===== src/hw/rtl/binary_to_decimal_ascii_defines.svh =====
// ----------------------------------------------------------------------------
// Assertion macros for the decimal text emitter
// Shared helpers for concurrent checks on the local clk and arst_n.
// ----------------------------------------------------------------------------
`ifndef BINARY_TO_DECIMAL_ASCII_DEFINES_SVH
`define BINARY_TO_DECIMAL_ASCII_DEFINES_SVH

// Check that is ignored while reset is asserted.
`define B2D_ASSERT_RST(label, prop, msg) \
	label: assert property (@(posedge clk) disable iff (!arst_n) prop) else $error(msg);

// Check that also holds during reset.
`define B2D_ASSERT_ALWAYS(label, prop, msg) \
	label: assert property (@(posedge clk) prop) else $error(msg);

`endif


===== src/hw/rtl/b2d_pkg.sv =====
// ----------------------------------------------------------------------------
// Decimal text emitter package
// Shared types, character codes and place weights.
// ----------------------------------------------------------------------------
package b2d_pkg;

	localparam int VALUE_W    = 16;
	localparam int CHAR_W     = 8;
	localparam int DIGIT_W    = 4;
	localparam int NUM_PLACES = 4;
	localparam int MULT_W     = 17;

	localparam logic [CHAR_W-1:0] ASCII_ZERO = 8'h30;
	localparam logic [CHAR_W-1:0] ASCII_CR   = 8'h0D;

	localparam int QUEUE_DEPTH = 2;
	localparam int QUEUE_PTR_W = $clog2(QUEUE_DEPTH);
	localparam int QUEUE_CNT_W = $clog2(QUEUE_DEPTH + 1);

	typedef logic [2:0] pos_t;
	localparam pos_t POS_UNITS = 3'd4;
	localparam pos_t POS_CR    = 3'd5;

	typedef logic [DIGIT_W-1:0] digit_t;

	typedef struct packed {
		digit_t [NUM_PLACES-1:0] digits;
		digit_t                  units;
		pos_t                    start;
	} number_t;

	function automatic logic [MULT_W-1:0] place_weight(input logic [1:0] place);
		logic [MULT_W-1:0] w;
		case (place)
			2'd0:    w = 17'd10000;
			2'd1:    w = 17'd1000;
			2'd2:    w = 17'd100;
			default: w = 17'd10;
		endcase
		return w;
	endfunction

	function automatic logic [MULT_W-1:0] place_multiple(input logic [1:0] place,
			input digit_t k);
		logic [2*MULT_W-1:0] prod;
		prod = {{(2*MULT_W-DIGIT_W){1'b0}}, k} * {{MULT_W{1'b0}}, place_weight(place)};
		return prod[MULT_W-1:0];
	endfunction

endpackage


===== src/hw/rtl/b2d_front.sv =====
// ----------------------------------------------------------------------------
// Decimal text emitter, front end
// Accepts a value, extracts one decimal digit per cycle; queues when not full.
// ----------------------------------------------------------------------------
module b2d_front (
	input  logic                         clk,
	input  logic                         arst_n,
	input  logic                         s_tvalid,
	output logic                         s_tready,
	input  logic [b2d_pkg::VALUE_W-1:0]  s_tdata,   // value[15:0]
	output logic                         push_valid,
	input  logic                         push_ready,
	output b2d_pkg::number_t             push_data
);
	import b2d_pkg::*;

	typedef enum logic {ST_IDLE, ST_CONVERT} state_t;

	state_t                  state_q;
	logic [1:0]              place_q;
	logic [VALUE_W-1:0]      rest_q;
	digit_t [NUM_PLACES-1:0] digits_q;
	logic                    started_q;
	pos_t                    start_q;

	digit_t                  digit;
	logic [MULT_W-1:0]       rest_wide;
	logic [MULT_W-1:0]       rest_next;
	pos_t                    start_next;
	digit_t [NUM_PLACES-1:0] digits_next;
	logic                    last_place;
	logic                    accept;

	always_comb begin
		rest_wide = {1'b0, rest_q};
		digit = '0;
		for (int k = 1; k < 10; k++) begin
			if (rest_wide >= place_multiple(place_q, DIGIT_W'(k))) begin
				digit = DIGIT_W'(k);
			end
		end
		rest_next = rest_wide - place_multiple(place_q, digit);
		start_next = (started_q || digit != '0) ? start_q : start_q + 3'd1;
		digits_next = digits_q;
		digits_next[place_q] = digit;
	end

	assign last_place = (place_q == 2'(NUM_PLACES - 1));
	assign push_valid = (state_q == ST_CONVERT) && last_place;
	assign s_tready   = (state_q == ST_IDLE) || (push_valid && push_ready);
	assign accept     = s_tvalid && s_tready;

	assign push_data.digits = digits_next;
	assign push_data.units  = rest_next[DIGIT_W-1:0];
	assign push_data.start  = start_next;

	always_ff @(posedge clk or negedge arst_n) begin
		if (!arst_n) begin
			state_q   <= ST_IDLE;
			place_q   <= '0;
			started_q <= 1'b0;
			start_q   <= '0;
		end else begin
			if (accept) begin
				state_q   <= ST_CONVERT;
				place_q   <= '0;
				started_q <= 1'b0;
				start_q   <= '0;
			end else if (push_valid && push_ready) begin
				state_q <= ST_IDLE;
			end else if (state_q == ST_CONVERT && !last_place) begin
				place_q   <= place_q + 2'd1;
				started_q <= started_q || (digit != '0);
				start_q   <= start_next;
			end
		end
	end

	always_ff @(posedge clk) begin
		if (accept) begin
			rest_q <= s_tdata;
		end else if (state_q == ST_CONVERT && !last_place) begin
			rest_q      <= rest_next[VALUE_W-1:0];
			digits_q    <= digits_next;
		end
	end

endmodule


===== src/hw/rtl/b2d_queue.sv =====
// ----------------------------------------------------------------------------
// Decimal text emitter, digit queue
// Short first-in first-out buffer between the front end and the back end.
// ----------------------------------------------------------------------------
module b2d_queue (
	input  logic             clk,
	input  logic             arst_n,
	input  logic             push_valid,
	output logic             push_ready,
	input  b2d_pkg::number_t push_data,
	output logic             pop_valid,
	input  logic             pop_ready,
	output b2d_pkg::number_t pop_data
);
	import b2d_pkg::*;

	number_t                mem_q [QUEUE_DEPTH];
	logic [QUEUE_PTR_W-1:0] wr_q;
	logic [QUEUE_PTR_W-1:0] rd_q;
	logic [QUEUE_CNT_W-1:0] count_q;
	logic                   do_push;
	logic                   do_pop;

	assign push_ready = (count_q != QUEUE_CNT_W'(QUEUE_DEPTH));
	assign pop_valid  = (count_q != '0);
	assign pop_data   = mem_q[rd_q];
	assign do_push    = push_valid && push_ready;
	assign do_pop     = pop_valid && pop_ready;

	always_ff @(posedge clk or negedge arst_n) begin
		if (!arst_n) begin
			wr_q    <= '0;
			rd_q    <= '0;
			count_q <= '0;
		end else begin
			if (do_push) begin
				wr_q <= (wr_q == QUEUE_PTR_W'(QUEUE_DEPTH - 1)) ? '0 : wr_q + 1'b1;
			end
			if (do_pop) begin
				rd_q <= (rd_q == QUEUE_PTR_W'(QUEUE_DEPTH - 1)) ? '0 : rd_q + 1'b1;
			end
			if (do_push && !do_pop) begin
				count_q <= count_q + 1'b1;
			end else if (do_pop && !do_push) begin
				count_q <= count_q - 1'b1;
			end
		end
	end

	always_ff @(posedge clk) begin
		if (do_push) begin
			mem_q[wr_q] <= push_data;
		end
	end

endmodule


===== src/hw/rtl/b2d_back.sv =====
// ----------------------------------------------------------------------------
// Decimal text emitter, back end
// Turns queued digits to ASCII characters ending in CR, one per cycle if ready.
// ----------------------------------------------------------------------------
`include "binary_to_decimal_ascii_defines.svh"

module b2d_back (
	input  logic                        clk,
	input  logic                        arst_n,
	input  logic                        pop_valid,
	output logic                        pop_ready,
	input  b2d_pkg::number_t            pop_data,
	output logic                        m_tvalid,
	input  logic                        m_tready,
	output logic [b2d_pkg::CHAR_W-1:0]  m_tdata,   // character[7:0]
	output logic                        m_tlast    // last
);
	import b2d_pkg::*;

	number_t             cur_q;
	logic                have_q;
	pos_t                pos_q;
	logic                out_valid_q;
	logic [CHAR_W-1:0]   out_char_q;
	logic                out_last_q;

	logic                load;
	logic                advance;
	logic                finish;
	logic [CHAR_W-1:0]   char_next;
	digit_t              digit_sel;

	assign load      = !out_valid_q || m_tready;
	assign advance   = load && have_q;
	assign finish    = advance && (pos_q == POS_CR);
	assign pop_ready = !have_q || finish;

	always_comb begin
		digit_sel = (pos_q == POS_UNITS) ? cur_q.units : cur_q.digits[pos_q[1:0]];
		char_next = (pos_q == POS_CR) ? ASCII_CR : ASCII_ZERO + {4'b0, digit_sel};
	end

	always_ff @(posedge clk or negedge arst_n) begin
		if (!arst_n) begin
			have_q      <= 1'b0;
			pos_q       <= '0;
			out_valid_q <= 1'b0;
		end else begin
			if (pop_valid && pop_ready) begin
				have_q <= 1'b1;
				pos_q  <= pop_data.start;
			end else if (finish) begin
				have_q <= 1'b0;
			end else if (advance) begin
				pos_q <= pos_q + 3'd1;
			end
			if (load) begin
				out_valid_q <= have_q;
			end
		end
	end

	always_ff @(posedge clk) begin
		if (pop_valid && pop_ready) begin
			cur_q <= pop_data;
		end
		if (advance) begin
			out_char_q <= char_next;
			out_last_q <= (pos_q == POS_CR);
		end
	end

	assign m_tvalid = out_valid_q;
	assign m_tdata  = out_char_q;
	assign m_tlast  = out_last_q;

	`B2D_ASSERT_RST(a_last_is_cr, out_valid_q && out_last_q |-> out_char_q == ASCII_CR, "last character is not CR")
	`B2D_ASSERT_RST(a_digit_range, out_valid_q && !out_last_q |-> out_char_q >= ASCII_ZERO && out_char_q <= ASCII_ZERO + 8'd9, "non-final character is not a digit")
	`B2D_ASSERT_ALWAYS(a_pos_range, have_q |-> pos_q <= POS_CR, "character position out of range")

endmodule


===== src/hw/rtl/binary_to_decimal_ascii.sv =====
// ----------------------------------------------------------------------------
// Decimal text emitter
// Takes a 16-bit unsigned value per input transaction and sends its decimal
// form as ASCII characters, most significant digit first and without leading
// zeros, followed by a carriage return marked with tlast. A front end extracts
// one digit per cycle with a bank of constant compares and a subtract, waiting
// while the queue is full; a two-entry queue decouples it from the back end,
// which sends one character per cycle through a registered output while the
// output is ready. A value yields two to six output transactions; a new value
// is accepted while earlier characters are sent.
// ----------------------------------------------------------------------------
module binary_to_decimal_ascii (
	input  logic                         clk,
	input  logic                         arst_n,
	input  logic                         s_tvalid,
	output logic                         s_tready,
	input  logic [b2d_pkg::VALUE_W-1:0]  s_tdata,   // value[15:0]
	output logic                         m_tvalid,
	input  logic                         m_tready,
	output logic [b2d_pkg::CHAR_W-1:0]   m_tdata,   // character[7:0]
	output logic                         m_tlast    // last
);
	import b2d_pkg::*;

	logic    push_valid;
	logic    push_ready;
	number_t push_data;
	logic    pop_valid;
	logic    pop_ready;
	number_t pop_data;

	b2d_front u_front (
		.clk        (clk),
		.arst_n     (arst_n),
		.s_tvalid   (s_tvalid),
		.s_tready   (s_tready),
		.s_tdata    (s_tdata),
		.push_valid (push_valid),
		.push_ready (push_ready),
		.push_data  (push_data)
	);

	b2d_queue u_queue (
		.clk        (clk),
		.arst_n     (arst_n),
		.push_valid (push_valid),
		.push_ready (push_ready),
		.push_data  (push_data),
		.pop_valid  (pop_valid),
		.pop_ready  (pop_ready),
		.pop_data   (pop_data)
	);

	b2d_back u_back (
		.clk       (clk),
		.arst_n    (arst_n),
		.pop_valid (pop_valid),
		.pop_ready (pop_ready),
		.pop_data  (pop_data),
		.m_tvalid  (m_tvalid),
		.m_tready  (m_tready),
		.m_tdata   (m_tdata),
		.m_tlast   (m_tlast)
	);

endmodule

===== config.mk =====
export PLATFORM = sky130hd
export DESIGN_NAME = binary_to_decimal_ascii
export DESIGN_NICKNAME = d
export VERILOG_FILES = /design/src/hw/rtl/b2d_pkg.sv /design/src/hw/rtl/b2d_front.sv /design/src/hw/rtl/b2d_queue.sv /design/src/hw/rtl/b2d_back.sv /design/src/hw/rtl/binary_to_decimal_ascii.sv
export VERILOG_INCLUDE_DIRS = /design/src /design/src/hw/rtl
export SDC_FILE = /design/constraint.sdc
export NUM_CORES = 1
export LEC_CHECK = 0
export BUFFER_PORTS_ARGS = -buffer_cell sky130_fd_sc_hd__clkbuf_2
export CORE_ASPECT_RATIO = 1.5
export CORE_MARGIN = 2
export CORE_UTILIZATION = 47
export DETAILED_ROUTE_END_ITERATION = 8
export GPL_ROUTABILITY_DRIVEN = 0
export PLACE_DENSITY = 0.64
export SYNTH_ARGS = -nofsm -noshare
export SYNTH_HDL_FRONTEND = slang
export SYNTH_SLANG_ARGS = --single-unit

===== constraint.sdc =====
create_clock -name clk -period 8.83 [get_ports clk]
set_input_delay 1.766 -clock clk [delete_from_list [all_inputs] [get_ports clk]]
set_output_delay 1.766 -clock clk [all_outputs]
set_load 0.01 [all_outputs]

==> impl_metrics.env, run 1 <==
export IMPL_htreeDepth=4
export IMPL_min_from="u_queue.wr_q"
export IMPL_synth_ff_type="edfxtp_1"
export IMPL_hold_viol=0
export IMPL_max_slew_margin_pct=30.0
export IMPL_report_final_slew_viol_count=0
export IMPL_finalCriticalPeriod_ns=8.16
export IMPL_grt_start_max_net_pins=26
export IMPL_critPathRequiredTime_ns=9.10
export IMPL_layout_commonest_cell="ha_1"
export IMPL_grt_use_total_pct=23.3
export IMPL_path_clk_slew_ns=0.06
export IMPL_rsz0062_at_grt="false"
export IMPL_fin_cells=1183
export IMPL_antenna_found_initial=0
export IMPL_synth_warnings=0
export IMPL_fin_util_pct=53.3
export IMPL_fin_skew_ns=0.00766
export IMPL_initialDrtViolationCount=287
export IMPL_synth_cell_area_sq_um=9230
export IMPL_cp_max_fo=10
export IMPL_first_global_vias=7101
export IMPL_post_route_period_util_pct=92.4
export IMPL_cts_sinks=120
export IMPL_dr_total_vias=6822
export IMPL_r2r_start="u_front.place_q[0]"
export IMPL_hold_path_end="u_queue.wr_q"
export IMPL_rr_endpoint="u_front.rest_q[15]"
export IMPL_drive_gt1_share_pct=14.0
export IMPL_grt_pass1_wl_mm=37.1
export IMPL_routed_via_density=5.77
export IMPL_clock_path_buffers=2
export IMPL_arrival_ns=8.43
export IMPL_setup_viol=0
export IMPL_numCtsBuffers=17
export IMPL_status="finished, final reports clean"
export IMPL_clk_latency_ns=0.42
export IMPL_clock_fmax_mhz=123
export IMPL_critPathLaunchType="flop"
export IMPL_hold_buffers=0
export IMPL_post_drt_wl_per_cell_um=19.8
export IMPL_num_rows=62
export IMPL_slowest_stage="a2111oi_0"
export IMPL_hp_class="reg2reg"
export IMPL_start_util_pct=48.0
export IMPL_die_w_um=118
export IMPL_avgSynthCellArea_sq_um=10.6
export IMPL_final_cell_mix="ha_1 (121), edfxtp_1 (104), inv_1 (103), nand2_1 (55), nor2_1 (54)"
export IMPL_cpPeakStageDelay_ns=0.55
export IMPL_ant_nets=0
export IMPL_root_buffer="clkbuf_16"
export IMPL_synth_edff_count=104
export IMPL_grt_ovfl_total=0
export IMPL_dieArea_sq_um=20800
export IMPL_path_common_cell="inv_1"
export IMPL_rr_worst_depth=33
export IMPL_holdWs_ns=0.511
export IMPL_syn_inst=875
export IMPL_synth_cell_types=77
export IMPL_yosysSeqAreaShare_pct=38.2
export IMPL_routed_wl_mm=23.4
export IMPL_cp_end_kind="flop"
export IMPL_place_inst=1151
export IMPL_maxCapViolations=0
export IMPL_min_delay_path_depth=1
export IMPL_nets=1086
export IMPL_fp_dieH_um=176
export IMPL_drc=0
export IMPL_diodes=0
export IMPL_tns_ns=0
export IMPL_io_pins=31
export IMPL_r2r_slack_ns=0.67
export IMPL_path_class="reg2reg"
export IMPL_ys_ff_latch=120
export IMPL_io_buffers=28
export IMPL_synth_async_reset_ratio_pct=13.3
export IMPL_dpl_hpwl_mm=18.0
export IMPL_core_sq_um=19200
export IMPL_firstDrtPassIters=5
export IMPL_worst_slew_pin_slew_ns=1.05
export IMPL_area_growth_pct=11.2
export IMPL_cts_tree="built"
export IMPL_post_cts_buffers=0
==> worst max path at each step <==
stage,cells past startpoint,slack [ns],from,to
after global placement,29,0.98,u_front.place_q[0],u_front.rest_q[14]
final,33,0.67,u_front.place_q[0],u_front.rest_q[15]
after global routing,33,0.08,u_front.place_q[0],u_front.rest_q[15]
after detailed placement,32,0.66,u_front.place_q[0],u_front.rest_q[15]
after CTS,32,0.62,u_front.place_q[0],u_front.rest_q[15]
after floorplan,30,1.58,u_front.place_q[0],u_front.rest_q[14]
==> routing by layer <==
metal	wire length, um	GRT usage (%)
met1	8950	24.9
met2	12400	43.7
met3	823	3.67
met4	1230	12.2
met5	0	0
==> synthesized netlist by cell type, drive strengths merged (9+ instances only) <==
| master | instances | area share [%] |
|---|---|---|
| o31ai | 10 | 0.81 |
| nand4 | 11 | 0.75 |
| o21ai | 39 | 2.2 |
| clkbuf | 16 | 0.65 |
| nor2 | 55 | 2.2 |
| inv | 104 | 4.2 |
| and2 | 14 | 0.95 |
| ha | 123 | 17 |
| a211oi | 9 | 0.73 |
| nand3 | 24 | 1.4 |
| fa | 29 | 6.3 |
| xor2 | 10 | 0.95 |
| nand2b | 11 | 0.75 |
| xnor2 | 13 | 1.2 |
| nand2 | 55 | 2.2 |
| a21oi | 52 | 2.8 |
| nor2b | 13 | 0.91 |
| dfrtp | 16 | 4.3 |
| mux2 | 31 | 3.8 |
| edfxtp | 104 | 34 |
| nor3 | 18 | 1.0 |
==> critical path, delay by kind of cell, from the launching register on <==
| family | cells | cell delay, ns |
|---|---|---|
| compound gates | 11 | 2.46 |
| buf+inv | 5 | 0.44 |
| simple gates | 7 | 1.04 |
| fa+ha+maj | 7 | 2.95 |
| flops | 1 | 0.48 |
| xor+xnor | 3 | 0.62 |
==> kinds of logic (layout without fill, tap and decap cells) <==
family          Yosys count  in the layout  synth area share [%]
simple gates            244            244                  14.1
compound gates          171            171                  12.0
fa+ha+maj               152            152                  23.0
buf+inv                 125            176                  5.23
flops                   120            120                  38.2
mux                      38             38                  5.08
xor+xnor                 24             24                  2.43
other cells               1              2                0.0406
==> through the flow <==
stage                     instance area (sq um)  setup WS, ns
after floorplan                            9240          1.58
after global placement                     9700         0.982
after detailed placement                   9700         0.663
after CTS                                 10300         0.625
after global routing                      10300        0.0774
final                                     10300         0.671
==> flip-flops by register name (all words and copies together), names as in the netlist, 2 cells and up <==
signal,cells
u_queue.mem_q,46
u_back.cur_q,20
u_front.digits_q,16
u_front.rest_q,16
u_back.m_tdata,5
u_back.pos_q,3
u_front.start_q,3
u_front.place_q,2
u_queue.count_q,2
==> cell type report <==
| type | count | area [sq um] |
|---|---|---|
| Clock buffer | 23 | 500 |
| Tap cell | 256 | 320 |
| Multi-Input combinational cell | 631 | 5240 |
| Fill cell | 1828 | 8980 |
| Timing Repair Buffer | 40 | 230 |
| Clock inverter | 9 | 58.8 |
| Sequential cell | 120 | 3520 |
| Inverter | 104 | 390 |
==> timing repair <==
| item | CTS | global route |
|---|---|---|
| gates resized for setup | 0 | 4 |
| hold endpoints to repair | 0 | 0 |
| endpoints found under the setup margin | 0 | 3 |
Power of run 1 is left out: the tool's default activity adds up to more than one toggle a clock period on the data nets, which glitch-free logic cannot reach.
==> inputs of run 2 (changes only) <==
ABC_AREA = 1   (was not set)
==> run 2 against run 1 <==
  * First-iteration DRC count up 86%
  * Via count up 14%
  * Design area up 1.8%
  * Sequential cell count unchanged
  * Sequential share of layout area down 0.60 points
  * Count of clock-buffer cells in the layout down 3
  * Critical path depth down 5
  * Setup slack better by 0.030 ns
  * Synthesized area up 2.1%
==> impl_metrics.env, run 2 <==
export IMPL_grtUsageMet3_pct=4.56
export IMPL_post_drt_wl_per_cell_um=18.0
export IMPL_yosysMostFrequentCell="nand2_1"
export IMPL_path_common_cell="inv_1"
export IMPL_hold_viol=0
export IMPL_grt_use_met2_pct=47.3
export IMPL_yosys_area_top_type_share_pct=33.1
export IMPL_cp_max_fo=24
export IMPL_cts_sinks=120
export IMPL_path_clk_slew_ns=0.06
export IMPL_worst_slew_pin_slew_ns=0.863
export IMPL_top_register="u_queue.mem_q"
export IMPL_dr_total_vias=7750
export IMPL_report_final_slew_viol_count=0
export IMPL_firstDrtPassIters=5
export IMPL_io_pins=31
export IMPL_path_class="reg2reg"
export IMPL_setup_viol=0
export IMPL_dpl_hpwl_mm=19.7
export IMPL_place_inst=1396
export IMPL_cts_resized=0
export IMPL_cts_tree="built"
export IMPL_critPathRequiredTime_ns=9.01
export IMPL_routed_via_density=5.43
export IMPL_ys_top_cells_by_count="nand2_1 (289), inv_1 (161), ha_1 (123)"
export IMPL_nets=1327
export IMPL_placed_area_sq_um=9880
export IMPL_die_w_um=120
export IMPL_fin_skew_ns=0.0131
export IMPL_routed_wl_mm=25.6
export IMPL_diodes=0
export IMPL_num_rows=63
export IMPL_syn_inst=1117
export IMPL_initialDrtViolationCount=534
export IMPL_synth_edff_count=104
export IMPL_root_buffer="clkbuf_16"
export IMPL_numCtsBuffers=17
export IMPL_final_area_sq_um=10400
export IMPL_fin_cells=1428
export IMPL_post_route_period_util_pct=92.1
export IMPL_core_sq_um=19700
export IMPL_synth_ff_type="edfxtp_1"
export IMPL_grt_use_total_pct=25.5
export IMPL_synth_top_area_cell="edfxtp_1"
export IMPL_synth_cell_area_sq_um=9430
export IMPL_post_cts_buffers=0
export IMPL_largest_reg_flops=46
export IMPL_maxCapViolations=0
export IMPL_grt_met1_usage_pct=25.0
export IMPL_tns_ns=0
export IMPL_clock_fmax_mhz=123
export IMPL_io_buffers=28
export IMPL_yosys_top_cells_area="edfxtp_1 (33%), ha_1 (16%), nand2_1 (12%)"
export IMPL_finalCriticalPeriod_ns=8.13
export IMPL_reg_top3="u_queue.mem_q (46), u_back.cur_q (20)"
export IMPL_start_util_pct=47.8
export IMPL_max_slew_margin_pct=42.4
export IMPL_antenna_found_initial=0
export IMPL_yosysSeqAreaShare_pct=37.4
export IMPL_critPathLaunchType="flop"
export IMPL_slowest_stage="nor2_2"
export IMPL_synth_warnings=0
export IMPL_area_growth_pct=10.8
export IMPL_cp_end_kind="flop"
export IMPL_htreeDepth=4
export IMPL_arrival_ns=8.31
export IMPL_dieArea_sq_um=21200
export IMPL_layout_commonest_cell="nand2_1"
export IMPL_ant_nets=0
export IMPL_grt_busiest_layer="met2"
export IMPL_ys_ff_latch=120
export IMPL_first_global_vias=7850
export IMPL_grt_start_max_net_pins=29
export IMPL_hold_buffers=0
export IMPL_status="finished, final reports clean"
export IMPL_clock_path_buffers=2
export IMPL_synth_cell_types=45
export IMPL_avgSynthCellArea_sq_um=8.44
export IMPL_grt_pass1_wl_mm=40.8
export IMPL_synth_async_reset_ratio_pct=13.3
export IMPL_hp_class="reg2reg"
export IMPL_grt_ovfl_total=0
export IMPL_r2r_slack_ns=0.70
export IMPL_drc=0
export IMPL_cpPeakStageDelay_ns=0.58
export IMPL_drive_gt1_share_pct=8.65
export IMPL_clk_latency_ns=0.42
export IMPL_final_cell_mix="nand2_1 (289), inv_1 (161), ha_1 (123), edfxtp_1 (104), nor2_1 (91)"
export IMPL_fp_dieH_um=177
export IMPL_rsz0062_at_grt="false"
run 2: cell count changes after synthesis, moves of 12 or more:
cell     delta
nand2_1   +234
nor2b_1    -12
nand4_1    +14
nor3_1     -12
inv_1      +58
nor2_1     +39
nand3_1    +22
mux2_2     -31
and2_1     -12
o21ai_0    +20
run 2: cell type report:
| cell class | instances | area, sq um |
|---|---|---|
| Timing Repair Buffer | 35 | 193 |
| Clock inverter | 12 | 83.8 |
| Tap cell | 260 | 325 |
| Clock buffer | 20 | 479 |
| Sequential cell | 120 | 3520 |
| Multi-Input combinational cell | 814 | 5210 |
| Fill cell | 1925 | 9260 |
| Inverter | 167 | 627 |
run 2: path summary, 6_finish.rpt:
check                              startpoint                  to  depth (start not counted)
min in group asynchronous              arst_n     u_front.state_q                          1
hold reg to reg            u_queue.count_q[1]  u_queue.count_q[1]                          1
hold / removal             u_queue.count_q[1]  u_queue.count_q[1]                          1
max in group asynchronous              arst_n        u_queue.wr_q                          1
setup reg to reg           u_front.place_q[0]  u_front.rest_q[15]                         28
setup / recovery           u_front.place_q[0]  u_front.rest_q[15]                         28
run 2: routing by layer:
layer | wire [um] | up-vias
li1 | - | 3793
met1 | 9210 | 3618
met2 | 13500 | 222
met3 | 946 | 117
met4 | 2030 | 0
met5 | 0 | -
run 2: logic make-up (layout without fill, tap and decap cells):
family	after synthesis	count (layout)	synth area share, %
AND/OR/NAND/NOR	488	488	21.8
buffers and inverters	184	234	7.47
adder cells (fa/ha/maj)	152	152	22.5
AO/OA/AOI/OAI	151	151	8.88
flip-flops	120	120	37.4
XOR/XNOR	19	19	1.76
multiplexers	2	2	0.212
other	1	2	0.0398
run 2: through the flow:
stage / hold slack, ns / util [%] / worst slack, ns
2_1_floorplan: 0.467 / - / 2.31
3_3_place_gp: 0.484 / 50.1 / 1.03
3_5_place_dp: 0.494 / 50.1 / 0.952
4_1_cts: 0.503 / 53.0 / 0.947
5_1_grt: 0.539 / 53.0 / 0.0460
6_report: 0.502 / 53.0 / 0.701
run 2: critical path: cells and delay by family, from the launching register on:
family / cells / cell delay, ns
simple gates: 9 / 2.06
compound gates: 7 / 1.76
buf+inv: 6 / 1.21
fa+ha+maj: 6 / 2.36
flops: 1 / 0.48
Power of run 2 is left out for the same reason.
